<file path="config.mk">
export PLATFORM = sky130hd
export DESIGN_NAME = auto_swell_envelope_gain
export DESIGN_NICKNAME = d
export VERILOG_FILES = /design/src/hw/rtl/asg_pkg.sv /design/src/hw/rtl/auto_swell_envelope_gain.sv /design/src/hw/rtl/asg_csr.sv /design/src/hw/rtl/asg_mul.sv /design/src/hw/rtl/asg_seq.sv
export VERILOG_INCLUDE_DIRS = /design/src /design/src/hw/rtl
export SDC_FILE = /design/constraint.sdc
export NUM_CORES = 2
export LEC_CHECK = 0
export BUFFER_PORTS_ARGS = -buffer_cell sky130_fd_sc_hd__buf_2
export CAP_MARGIN = 5
export CORE_MARGIN = 2
export CORE_UTILIZATION = 45
export DETAILED_ROUTE_END_ITERATION = 16
export GPL_ROUTABILITY_DRIVEN = 0
export GPL_TIMING_DRIVEN = 0
export SYNTH_ARGS = -nofsm -noshare
export SYNTH_HDL_FRONTEND = slang
export SYNTH_SLANG_ARGS = --single-unit
</file>
<file path="constraint.sdc">
create_clock -name clock -period 17.5 [get_ports clock]
set_clock_uncertainty 0.1 [all_clocks]
set_input_delay 1.75 -clock clock [delete_from_list [all_inputs] [get_ports clock]]
set_output_delay 1.75 -clock clock [all_outputs]
set_load 0.01 [all_outputs]
</file>
<file path="src/hw/rtl/auto_swell_envelope_gain_macros.svh">
// ----------------------------------------------------------------------------
// Assertion macros for the auto swell envelope gain block
// Shared wrappers that clock on clock and disable on reset.
// ----------------------------------------------------------------------------
`ifndef AUTO_SWELL_ENVELOPE_GAIN_MACROS_SVH
`define AUTO_SWELL_ENVELOPE_GAIN_MACROS_SVH

// plain property
`define ASG_ASSERT(name, prop, msg) \
   name: assert property (@(posedge clock) disable iff (reset) (prop)) \
      else $error(msg);

// same-cycle implication
`define ASG_ASSERT_IMP(name, cond, expr, msg) \
   name: assert property (@(posedge clock) disable iff (reset) (cond) |-> (expr)) \
      else $error(msg);

// next-cycle implication
`define ASG_ASSERT_NXT(name, cond, expr, msg) \
   name: assert property (@(posedge clock) disable iff (reset) (cond) |=> (expr)) \
      else $error(msg);

`endif

</file>
<file path="src/hw/rtl/asg_pkg.sv">
// ----------------------------------------------------------------------------
// asg_pkg
// Widths, fixed-point constants, register indexes and shared types.
// ----------------------------------------------------------------------------
package asg_pkg;

   localparam int SAMPLE_BITS    = 24;
   localparam int COEF_FRAC_BITS = 24;
   localparam int ENV_BITS       = SAMPLE_BITS - 1;
   localparam int MUL_W          = COEF_FRAC_BITS + 1;
   localparam int PROD_W         = 2 * MUL_W;
   localparam int MIX_FRAC       = 16;
   localparam int MIX_W          = MIX_FRAC + 1;
   localparam int GAIN_FRAC      = 12;
   localparam int GAIN_W         = 14;
   localparam int THR_W          = 23;
   localparam int CSR_DATA_W     = 24;
   localparam int CSR_ADDR_W     = 3;
   localparam int M2_W           = PROD_W + 1 - GAIN_FRAC;

   localparam logic [COEF_FRAC_BITS:0] ONE_Q = {1'b1, {COEF_FRAC_BITS{1'b0}}};
   localparam logic [PROD_W:0] HALF_Q = {{(PROD_W + 1 - COEF_FRAC_BITS){1'b0}},
                                         1'b1, {(COEF_FRAC_BITS - 1){1'b0}}};
   localparam logic [PROD_W:0] HALF_MIX = {{(PROD_W + 1 - MIX_FRAC){1'b0}},
                                           1'b1, {(MIX_FRAC - 1){1'b0}}};
   localparam logic [PROD_W:0] HALF_GAIN = {{(PROD_W + 1 - GAIN_FRAC){1'b0}},
                                            1'b1, {(GAIN_FRAC - 1){1'b0}}};
   localparam logic [MIX_W-1:0] MIX_FULL = {1'b1, {MIX_FRAC{1'b0}}};
   localparam logic [ENV_BITS-1:0] SMAXPOS = {ENV_BITS{1'b1}};

   localparam logic [23:0] RST_ATTACK  = 24'd16603404;
   localparam logic [23:0] RST_RELEASE = 24'd16774885;
   localparam logic [23:0] RST_RATE    = 24'd699;
   localparam logic [THR_W-1:0] RST_THR = 23'd83886;
   localparam logic [MIX_W-1:0] RST_MIX = 17'd65536;
   localparam logic [GAIN_W-1:0] RST_GAIN = 14'd4096;

   typedef enum logic [CSR_ADDR_W-1:0] {
      CSR_ATTACK  = 3'd0,
      CSR_RELEASE = 3'd1,
      CSR_RATE    = 3'd2,
      CSR_THRESH  = 3'd3,
      CSR_MIX     = 3'd4,
      CSR_GAIN    = 3'd5
   } csr_index_type;

   typedef struct packed {
      logic [COEF_FRAC_BITS-1:0] attack;
      logic [COEF_FRAC_BITS-1:0] release_c;
      logic [COEF_FRAC_BITS-1:0] rate;
      logic [THR_W-1:0]          thresh;
      logic [MIX_W-1:0]          mix;
      logic [GAIN_W-1:0]         gain;
   } cfg_type;

   typedef struct packed {
      logic                          note;
      logic signed [SAMPLE_BITS-1:0] right;
      logic signed [SAMPLE_BITS-1:0] left;
   } res_type;

endpackage

</file>
<file path="src/hw/rtl/auto_swell_envelope_gain.sv">
// ----------------------------------------------------------------------------
// auto_swell_envelope_gain
// Automatic volume swell: left-channel peak envelope, onset detection,
// one-pole swell gain, mix blend and output gain on a stereo stream.
// ----------------------------------------------------------------------------
// One stereo pair per transfer. A single 25x25 multiplier, registered, is
// stepped through eight products per item (envelope two, swell one, blend
// one, two per channel) by a 16-state sequencer. The next pair is accepted
// only once the sequencer is back in idle, which needs the output register
// to be drained. req_tready is high only while the sequencer is
// idle. The output register takes a result while the next pair is in work;
// if it is still full when a result is ready, the sequencer holds.
// Configuration writes land at once and are meant for idle periods.
// ----------------------------------------------------------------------------
module auto_swell_envelope_gain
   import asg_pkg::*;
(
   input  logic                  clock,
   input  logic                  reset,
   // req_tdata: left_in [23:0], right_in [47:24]
   input  logic                  req_tvalid,
   output logic                  req_tready,
   input  logic [47:0]           req_tdata,
   // rsp_tdata: left_out [23:0], right_out [47:24]
   output logic                  rsp_tvalid,
   input  logic                  rsp_tready,
   output logic [47:0]           rsp_tdata,
   // rsp_tuser: note_start [0]
   output logic                  rsp_tuser,
   input  logic                  csr_we,
   input  logic [CSR_ADDR_W-1:0] csr_addr,
   input  logic [CSR_DATA_W-1:0] csr_wdata
);

   cfg_type cfg;
   res_type res;
   logic    res_valid, res_free;

   logic        rsp_valid_ff, rsp_valid_in;
   logic [47:0] rsp_data_ff, rsp_data_in;
   logic        rsp_user_ff, rsp_user_in;

   asg_csr u_csr (
      .clock     (clock),
      .reset     (reset),
      .csr_we    (csr_we),
      .csr_addr  (csr_addr),
      .csr_wdata (csr_wdata),
      .cfg       (cfg)
   );

   asg_seq u_seq (
      .clock     (clock),
      .reset     (reset),
      .cfg       (cfg),
      .in_valid  (req_tvalid),
      .in_ready  (req_tready),
      .in_left   (req_tdata[SAMPLE_BITS-1:0]),
      .in_right  (req_tdata[2*SAMPLE_BITS-1:SAMPLE_BITS]),
      .res_free  (res_free),
      .res_valid (res_valid),
      .res       (res)
   );

   assign res_free = !rsp_valid_ff || rsp_tready;

   always_comb begin
      rsp_valid_in = rsp_valid_ff;
      rsp_data_in  = rsp_data_ff;
      rsp_user_in  = rsp_user_ff;
      if (res_valid) begin
         rsp_valid_in = 1'b1;
         rsp_data_in  = {res.right, res.left};
         rsp_user_in  = res.note;
      end else if (rsp_tready) begin
         rsp_valid_in = 1'b0;
      end
   end

   always_ff @(posedge clock) begin
      if (reset) begin
         rsp_valid_ff <= 1'b0;
      end else begin
         rsp_valid_ff <= rsp_valid_in;
      end
   end

   always_ff @(posedge clock) begin
      rsp_data_ff <= rsp_data_in;
      rsp_user_ff <= rsp_user_in;
   end

   assign rsp_tvalid = rsp_valid_ff;
   assign rsp_tdata  = rsp_data_ff;
   assign rsp_tuser  = rsp_user_ff;

endmodule

</file>
<file path="src/hw/rtl/asg_csr.sv">
// ----------------------------------------------------------------------------
// asg_csr
// Configuration register file with write-only access.
// ----------------------------------------------------------------------------
module asg_csr
   import asg_pkg::*;
(
   input  logic                  clock,
   input  logic                  reset,
   input  logic                  csr_we,
   input  logic [CSR_ADDR_W-1:0] csr_addr,
   input  logic [CSR_DATA_W-1:0] csr_wdata,
   output cfg_type               cfg
);

   cfg_type cfg_ff, cfg_in;

   always_comb begin
      cfg_in = cfg_ff;
      if (csr_we) begin
         unique case (csr_index_type'(csr_addr))
            CSR_ATTACK:  cfg_in.attack    = csr_wdata[COEF_FRAC_BITS-1:0];
            CSR_RELEASE: cfg_in.release_c = csr_wdata[COEF_FRAC_BITS-1:0];
            CSR_RATE:    cfg_in.rate      = csr_wdata[COEF_FRAC_BITS-1:0];
            CSR_THRESH:  cfg_in.thresh    = csr_wdata[THR_W-1:0];
            CSR_MIX:     cfg_in.mix       = csr_wdata[MIX_W-1:0];
            CSR_GAIN:    cfg_in.gain      = csr_wdata[GAIN_W-1:0];
            default:     cfg_in = cfg_ff;
         endcase
      end
   end

   always_ff @(posedge clock) begin
      if (reset) begin
         cfg_ff.attack    <= RST_ATTACK;
         cfg_ff.release_c <= RST_RELEASE;
         cfg_ff.rate      <= RST_RATE;
         cfg_ff.thresh    <= RST_THR;
         cfg_ff.mix       <= RST_MIX;
         cfg_ff.gain      <= RST_GAIN;
      end else begin
         cfg_ff <= cfg_in;
      end
   end

   assign cfg = cfg_ff;

endmodule

</file>
<file path="src/hw/rtl/asg_mul.sv">
// ----------------------------------------------------------------------------
// asg_mul
// Shared unsigned multiplier with a registered product.
// ----------------------------------------------------------------------------
module asg_mul
   import asg_pkg::*;
(
   input  logic              clock,
   input  logic              load,
   input  logic [MUL_W-1:0]  mul_a,
   input  logic [MUL_W-1:0]  mul_b,
   output logic [PROD_W-1:0] mul_p
);

   logic [PROD_W-1:0] p_ff;

   always_ff @(posedge clock) begin
      if (load) begin
         p_ff <= mul_a * mul_b;
      end
   end

   assign mul_p = p_ff;

endmodule

</file>
<file path="src/hw/rtl/asg_seq.sv">
// ----------------------------------------------------------------------------
// asg_seq
// Sequencer and datapath: envelope, onset, swell, blend and channel scaling
// on one shared multiplier.
// ----------------------------------------------------------------------------
`include "auto_swell_envelope_gain_macros.svh"

module asg_seq
   import asg_pkg::*;
(
   input  logic                          clock,
   input  logic                          reset,
   input  cfg_type                       cfg,
   input  logic                          in_valid,
   output logic                          in_ready,
   input  logic signed [SAMPLE_BITS-1:0] in_left,
   input  logic signed [SAMPLE_BITS-1:0] in_right,
   input  logic                          res_free,
   output logic                          res_valid,
   output res_type                       res
);

   typedef enum logic [15:0] {
      ST_IDLE  = 16'h0001,
      ST_ENV_A = 16'h0002,
      ST_ENV_B = 16'h0004,
      ST_ENV_C = 16'h0008,
      ST_SWL_A = 16'h0010,
      ST_SWL_B = 16'h0020,
      ST_BLD_A = 16'h0040,
      ST_BLD_B = 16'h0080,
      ST_LFT_A = 16'h0100,
      ST_LFT_B = 16'h0200,
      ST_LFT_C = 16'h0400,
      ST_LFT_D = 16'h0800,
      ST_RGT_A = 16'h1000,
      ST_RGT_B = 16'h2000,
      ST_RGT_C = 16'h4000,
      ST_RGT_D = 16'h8000
   } state_type;

   state_type state_ff, state_in;

   logic [SAMPLE_BITS-1:0]    mag_l_ff, mag_l_in, mag_r_ff, mag_r_in;
   logic                      neg_l_ff, neg_l_in, neg_r_ff, neg_r_in;
   logic [ENV_BITS-1:0]       peak_ff, peak_in;
   logic [COEF_FRAC_BITS-1:0] c_ff, c_in;
   logic [ENV_BITS-1:0]       env_ff, env_in;
   logic [COEF_FRAC_BITS:0]   sg_ff, sg_in;
   logic                      onset_ff, onset_in;
   logic [PROD_W:0]           acc_ff, acc_in;
   logic [COEF_FRAC_BITS:0]   blend_ff, blend_in;
   logic [SAMPLE_BITS-1:0]    m1_ff, m1_in;
   logic [SAMPLE_BITS-1:0]    lout_ff, lout_in;

   logic                      mul_load;
   logic [MUL_W-1:0]          mul_a, mul_b;
   logic [PROD_W-1:0]         mul_p;

   logic [PROD_W:0]           p_ext, p_round, p_gain, env_sum, blend_sum, dry;
   logic [PROD_W-COEF_FRAC_BITS:0] env_sh;
   logic [PROD_W+1-COEF_FRAC_BITS:0] sg_sum;
   logic [MIX_W-1:0]          mix_c;
   logic [SAMPLE_BITS-1:0]    mag_l_new, rout;
   logic                      onset;

   asg_mul u_mul (
      .clock (clock),
      .load  (mul_load),
      .mul_a (mul_a),
      .mul_b (mul_b),
      .mul_p (mul_p)
   );

   function automatic logic [SAMPLE_BITS-1:0] sat_out(input logic [M2_W-1:0] m,
                                                      input logic neg);
      logic [SAMPLE_BITS-1:0] lim;
      lim = '0;
      if (neg) begin
         if (m > M2_W'({1'b1, {ENV_BITS{1'b0}}})) begin
            lim = {1'b1, {ENV_BITS{1'b0}}};
         end else begin
            lim = m[SAMPLE_BITS-1:0];
         end
         return (~lim) + SAMPLE_BITS'(1);
      end
      if (m > M2_W'(SMAXPOS)) begin
         lim = {1'b0, SMAXPOS};
      end else begin
         lim = m[SAMPLE_BITS-1:0];
      end
      return lim;
   endfunction

   assign p_ext     = {1'b0, mul_p};
   assign p_round   = p_ext + HALF_Q;
   assign p_gain    = p_ext + HALF_GAIN;
   assign env_sum   = acc_ff + p_ext;
   assign env_sh    = env_sum[PROD_W:COEF_FRAC_BITS];
   assign sg_sum    = {3'b000, sg_ff} + {1'b0, p_round[PROD_W:COEF_FRAC_BITS]};
   assign mix_c     = (cfg.mix > MIX_FULL) ? MIX_FULL : cfg.mix;
   assign dry       = (PROD_W + 1)'({MIX_FULL - mix_c, {COEF_FRAC_BITS{1'b0}}});
   assign blend_sum = dry + p_ext + HALF_MIX;
   assign mag_l_new = in_left[SAMPLE_BITS-1] ? ((~in_left) + SAMPLE_BITS'(1)) : in_left;
   assign rout      = sat_out(p_gain[PROD_W:GAIN_FRAC], neg_r_ff);
   assign onset     = (env_ff < cfg.thresh) &&
                      ((env_sh > (PROD_W + 1 - COEF_FRAC_BITS)'(SMAXPOS)) ||
                       (env_sh[ENV_BITS-1:0] >= cfg.thresh));

   always_comb begin
      mul_load = 1'b0;
      mul_a    = '0;
      mul_b    = '0;
      unique case (state_ff) inside
         ST_ENV_A: begin
            mul_load = 1'b1;
            mul_a    = MUL_W'(peak_ff);
            mul_b    = ONE_Q - {1'b0, c_ff};
         end
         ST_ENV_B: begin
            mul_load = 1'b1;
            mul_a    = MUL_W'(env_ff);
            mul_b    = MUL_W'(c_ff);
         end
         ST_SWL_A: begin
            mul_load = 1'b1;
            mul_a    = ONE_Q - sg_ff;
            mul_b    = MUL_W'(cfg.rate);
         end
         ST_BLD_A: begin
            mul_load = 1'b1;
            mul_a    = MUL_W'(mix_c);
            mul_b    = sg_ff;
         end
         ST_LFT_A: begin
            mul_load = 1'b1;
            mul_a    = MUL_W'(mag_l_ff);
            mul_b    = blend_ff;
         end
         ST_LFT_C, ST_RGT_C: begin
            mul_load = 1'b1;
            mul_a    = MUL_W'(m1_ff);
            mul_b    = MUL_W'(cfg.gain);
         end
         ST_RGT_A: begin
            mul_load = 1'b1;
            mul_a    = MUL_W'(mag_r_ff);
            mul_b    = blend_ff;
         end
         default: begin
            mul_load = 1'b0;
         end
      endcase
   end

   always_comb begin
      state_in  = state_ff;
      mag_l_in  = mag_l_ff;
      mag_r_in  = mag_r_ff;
      neg_l_in  = neg_l_ff;
      neg_r_in  = neg_r_ff;
      peak_in   = peak_ff;
      c_in      = c_ff;
      env_in    = env_ff;
      sg_in     = sg_ff;
      onset_in  = onset_ff;
      acc_in    = acc_ff;
      blend_in  = blend_ff;
      m1_in     = m1_ff;
      lout_in   = lout_ff;
      res_valid = 1'b0;
      unique case (state_ff) inside
         ST_IDLE: begin
            if (in_valid) begin
               mag_l_in = mag_l_new;
               mag_r_in = in_right[SAMPLE_BITS-1] ? ((~in_right) + SAMPLE_BITS'(1)) : in_right;
               neg_l_in = in_left[SAMPLE_BITS-1];
               neg_r_in = in_right[SAMPLE_BITS-1];
               peak_in  = mag_l_new[SAMPLE_BITS-1] ? SMAXPOS : mag_l_new[ENV_BITS-1:0];
               c_in     = (peak_in > env_ff) ? cfg.attack : cfg.release_c;
               state_in = ST_ENV_A;
            end
         end
         ST_ENV_A: state_in = ST_ENV_B;
         ST_ENV_B: begin
            acc_in   = p_round;
            state_in = ST_ENV_C;
         end
         ST_ENV_C: begin
            env_in   = (env_sh > (PROD_W + 1 - COEF_FRAC_BITS)'(SMAXPOS)) ?
                       SMAXPOS : env_sh[ENV_BITS-1:0];
            onset_in = onset;
            if (onset) begin
               sg_in = '0;
            end
            state_in = ST_SWL_A;
         end
         ST_SWL_A: state_in = ST_SWL_B;
         ST_SWL_B: begin
            sg_in    = (sg_sum > (PROD_W + 2 - COEF_FRAC_BITS)'(ONE_Q)) ?
                       ONE_Q : sg_sum[COEF_FRAC_BITS:0];
            state_in = ST_BLD_A;
         end
         ST_BLD_A: state_in = ST_BLD_B;
         ST_BLD_B: begin
            blend_in = blend_sum[MIX_FRAC+COEF_FRAC_BITS:MIX_FRAC];
            state_in = ST_LFT_A;
         end
         ST_LFT_A: state_in = ST_LFT_B;
         ST_LFT_B, ST_RGT_B: begin
            m1_in    = p_round[COEF_FRAC_BITS+SAMPLE_BITS-1:COEF_FRAC_BITS];
            state_in = (state_ff == ST_LFT_B) ? ST_LFT_C : ST_RGT_C;
         end
         ST_LFT_C: state_in = ST_LFT_D;
         ST_LFT_D: begin
            lout_in  = sat_out(p_gain[PROD_W:GAIN_FRAC], neg_l_ff);
            state_in = ST_RGT_A;
         end
         ST_RGT_A: state_in = ST_RGT_B;
         ST_RGT_C: state_in = ST_RGT_D;
         ST_RGT_D: begin
            if (res_free) begin
               res_valid = 1'b1;
               state_in  = ST_IDLE;
            end
         end
         default: state_in = ST_IDLE;
      endcase
   end

   always_ff @(posedge clock) begin
      if (reset) begin
         state_ff <= ST_IDLE;
         env_ff   <= '0;
         sg_ff    <= ONE_Q;
      end else begin
         state_ff <= state_in;
         env_ff   <= env_in;
         sg_ff    <= sg_in;
      end
   end

   always_ff @(posedge clock) begin
      mag_l_ff <= mag_l_in;
      mag_r_ff <= mag_r_in;
      neg_l_ff <= neg_l_in;
      neg_r_ff <= neg_r_in;
      peak_ff  <= peak_in;
      c_ff     <= c_in;
      onset_ff <= onset_in;
      acc_ff   <= acc_in;
      blend_ff <= blend_in;
      m1_ff    <= m1_in;
      lout_ff  <= lout_in;
   end

   assign in_ready  = (state_ff == ST_IDLE);
   assign res.left  = lout_ff;
   assign res.right = rout;
   assign res.note  = onset_ff;

   `ASG_ASSERT(a_swell_bounded, sg_ff <= ONE_Q, "swell gain above unity")
   `ASG_ASSERT_NXT(a_onset_clears, (state_ff == ST_ENV_C) && onset, (sg_ff == '0) && onset_ff, "onset did not clear swell gain")
   `ASG_ASSERT_NXT(a_env_hold, state_ff != ST_ENV_C, $stable(env_ff), "envelope changed outside update step")
   `ASG_ASSERT_IMP(a_res_free, res_valid, res_free, "result issued into a full output slot")

endmodule

</file>
==> run summary <==
Yosys printed 0 warnings. Counting tap cells, the placed design contains a total of 6945 instances. Yosys mapped the design onto 97 distinct sky130hd cell types. Leaving out filler cells and counting taps, the final layout contains 7045. The first global-routing pass estimated 263.0 mm of wire.

Most used flip-flop cell after synthesis: edfxtp_1. The die boundary width was 334.6 um. The analysis attributes to cell leakage a power of 0.02347 uW. The worst-case IR drop observed on VDD is 0.00007354 V. The async set-reset flop share out of synthesis is 0.

Core region area: 108700 sq um. Cell type of the slowest stage on the worst timing path: a311oi_1. Post-CTS timing repair inserted 0 buffers for setup. The tools report the total congestion overflow as 0. The startpoint of the most critical register-to-register path is u_seq.state_ff[7]$_SDFFE_PP0P_.

The transition time at the pin with the least slew margin was 1376 ps; the overall track demand over capacity in global routing was 0.3191. TritonCTS built the clock tree. The estimated wirelength of the detail-placed design was 145.5 mm; the TritonCTS sink count was 512. The number of buffers inserted by port buffering was 130; the total die area was 112000 sq um.

The I/O pin count is 131, and the area added between synthesis and finish is 9.212%. The largest fanout on the critical path was 60; the count of standard-cell rows was 121. The logs give 0 for the number of buffers added to fix hold violations after cts and 2 for the H-tree depth. After detailed routing, the number of vias per cell comes to 5.898.

The synthesized netlist occupies a cell area of 49200 sq um. The clock tree buffer depth is 3. The run gives 5373 as the synthesized instance count. The flow ran to the end, and the final reports show no timing, DRC or antenna violations.

The run gives 40742 as the via count of the first global-routing pass. The DRC violation count after routing was 0. Summing all flip-flop and latch instances after layout gives 13460 sq um. The worst hold path passes through 0 cells. In this run the remaining antenna-violating nets after routing total 0. A synthesized cell averages 9.156 sq um. Setup repair after global routing left no endpoint under its margin. The vertical extent of the die came out at 334.6 um.

Hold is met by 307.0 ps. For the final-layout setup total negative slack, the log shows 0 ps. The worst setup path is captured at a register. The logs give 6332 for the net count after synthesis and 3890 ps for the worst reg-to-reg setup slack. The run gives 17770 ps as the data required time of the critical path. TritonCTS buffer count: 50. The number of flip-flops and latches in the synthesized netlist came out at 512.

STA classifies the critical path startpoint as a register. The starting density of the core was 0.4526. The endpoint identified for the worst register-to-register timing path is u_seq.u_mul.mul_p[42]$_DFFE_PP_. For the quantity of gates resized following cts, the log shows 0.

Entering global routing, the biggest net connects 61 pins. Max-cap violations in this run came to 0. The final count of pins violating max slew is 0, and the data arrival at the endpoint of the critical path is 13880 ps. Root buffer cell: clkbuf_16. Based on the critical path, the design can be clocked at up to 73.46 MHz. The remaining max-slew budget at the tightest pin was 0.08273; the register clock-pin slew on the reported worst setup and hold paths was 70 ps.

Summing all multi-input logic gate instances after layout gives 31950 sq um. The power density over the cells works out to 55.54 nW/um^2. The logs give 11 for the initial antenna violation count and 10321 for the count of filler cells inserted in the layout.

The startpoint identified for the worst hold timing path is u_seq.lout_ff[1]$_DFFE_PP_. Yosys mapped a number of flops with a built-in enable equal to 321. Cell depth of the worst flop-to-flop path: 35. The later pin in the worst-skew pair is clocked with a latency of 640 ps. The worst setup path is of the register to register kind. For the sequential-to-total area share from yosys stat, the log shows 0.2737. Worst min-delay path category: register to register. The sink of the worst hold path was rsp_tdata[1]$_DFFE_PP_.

Setup violations remaining at the end of the flow were counted as 0. Summing over every cut layer, the via total after detailed routing is 41552. The detailed router finished its first iteration with 4849 violations. The run gives 6545 as the final layout net count. The cell that appears most often on the critical path is fa_1. Dividing the detail-routed wire length by the instance count gives 25.54 um. Before antenna repair, the detailed router went through 8 iterations. The largest single stage delay on the critical path is 1050 ps. The fraction of the cycle the final worst path needs is 0.7779. After detailed routing, the total wire length is 179.9 mm. For the finished layout, the period the worst path requires is 13610 ps.

The share of layout cells above drive strength 1 works out to 0.06878. For the number of hold violations in the final report, the log shows 0.
-- registers in the layout, indices dropped and copies added, names as in the netlist --
name and cells:
u_csr.cfg 126, u_seq.mag_r_ff 24, u_seq.lout_ff 24, u_seq.state_ff 16, u_seq.mag_l_ff 24, rsp_tdata 48, u_seq.m1_ff 24, rsp_tuser 1
u_seq.onset_ff 1, rsp_tvalid 1, u_seq.c_ff 24, u_seq.env_ff 23, u_seq.neg_r_ff 1, u_seq.u_mul.mul_p 50, u_seq.peak_ff 23, u_seq.sg_ff 25
u_seq.neg_l_ff 1, u_seq.acc_ff 51, u_seq.blend_ff 25
-- layout make-up --
cell class | instances | area share
Multi-Input combinational cell | 3846 | 0.5946
Sequential cell | 512 | 0.2506
Inverter | 770 | 0.05379
Tap cell | 1414 | 0.03293
Clock buffer | 64 | 0.02659
Buffer | 245 | 0.01912
Timing Repair Buffer | 161 | 0.01754
Clock inverter | 29 | 0.004634
Antenna cell | 4 | 0.0001863
-- worst max path at each step --
stage                               startpoint                              end  cells past startpoint
2_1_floorplan   u_seq.state_ff[7]$_SDFFE_PP0P_  u_seq.u_mul.mul_p[47]$_DFFE_PP_                     36
3_3_place_gp   u_seq.state_ff[15]$_SDFFE_PP0P_  u_seq.u_mul.mul_p[47]$_DFFE_PP_                     34
3_5_place_dp    u_seq.state_ff[7]$_SDFFE_PP0P_  u_seq.u_mul.mul_p[42]$_DFFE_PP_                     35
4_1_cts         u_seq.state_ff[7]$_SDFFE_PP0P_  u_seq.u_mul.mul_p[42]$_DFFE_PP_                     35
5_1_grt         u_seq.state_ff[7]$_SDFFE_PP0P_  u_seq.u_mul.mul_p[42]$_DFFE_PP_                     35
6_report        u_seq.state_ff[7]$_SDFFE_PP0P_  u_seq.u_mul.mul_p[42]$_DFFE_PP_                     35
-- synth_stat cells (27+ instances only) --
library cell	instances	area, sq um
nand2b_1	53	331.6
xor2_1	80	700.7
nand3b_1	60	450.4
nand4_1	40	250.2
fa_1	527	10550
clkbuf_1	185	694.4
edfxtp_1	321	9639
and2_1	76	475.5
and3_1	36	225.2
nor2b_1	40	250.2
a21o_1	73	548.0
dfxtp_1	191	3824
nor2_1	342	1284
o21ai_0	100	500.5
a211oi_1	36	270.3
nor3_1	87	435.4
or3_1	27	168.9
a22oi_1	72	540.5
buf_2	46	230.2
ha_1	352	4404
nand2_1	869	3262
inv_1	769	2887
o21a_1	37	277.8
xnor2_1	172	1506
a21oi_1	244	1221
nand3_1	76	380.4
mux2_2	27	304.0
-- cells in the final DEF (no fill, tap or decap), types with 87 or more instances in the layout --
cell type  synthesis  layout
clkbuf_1         185     191
a21oi_1          244     244
xnor2_1          172     172
dfxtp_1          191     191
nor3_1            87      87
inv_1            769     768
nand2_1          869     869
ha_1             352     352
buf_2             46     177
edfxtp_1         321     321
nor2_1           342     342
fa_1             527     527
o21ai_0          100     100
-- cell families after synthesis --
kind of cell,share of synthesized area
mux,0.006994
buf+inv,0.07958
xor+xnor,0.04486
flops,0.2737
simple gates,0.1691
fa+ha+maj,0.3040
other cells,0.00007622
compound gates,0.1218
-- per-layer routing --
layer  vias up  routed length [um]  global-route usage
li1      18336                   -                   -
met1     20427               70870              0.4212
met2      2257               77310              0.4850
met3       526               20470             0.08061
met4         6               11100              0.1622
met5         -                 176             0.01042
-- critical path: cells and delay by family, from the launching register on --
family / cells / cell delay (ps)
adder cells (fa/ha/maj): 8 / 3800
AND/OR/NAND/NOR: 10 / 3560
AO/OA/AOI/OAI: 8 / 3030
buffers and inverters: 8 / 2280
flip-flops: 1 / 350
XOR/XNOR: 1 / 160
-- power breakdown --
group          leakage, uW  total [uW]  internal, uW  switching, uW
sequential         0.00442        1390          1340           46.0
combinational       0.0182         458           142            316
clock             0.000826        1140           615            521
total               0.0235        2980          2100            882
-- per-stage QoR --
step	utilization	cell area, sq um	worst slack [ps]	power, uW
global placement	0.4749	51620	1523	1850
floorplan	-	49200	7166	1662
global route	0.4942	53720	3483	3067
detailed placement	0.4786	52020	4198	1857
CTS	0.4940	53700	4088	2970
finish	0.4943	53730	3887	2984
Power figures use the tool's default switching activity.
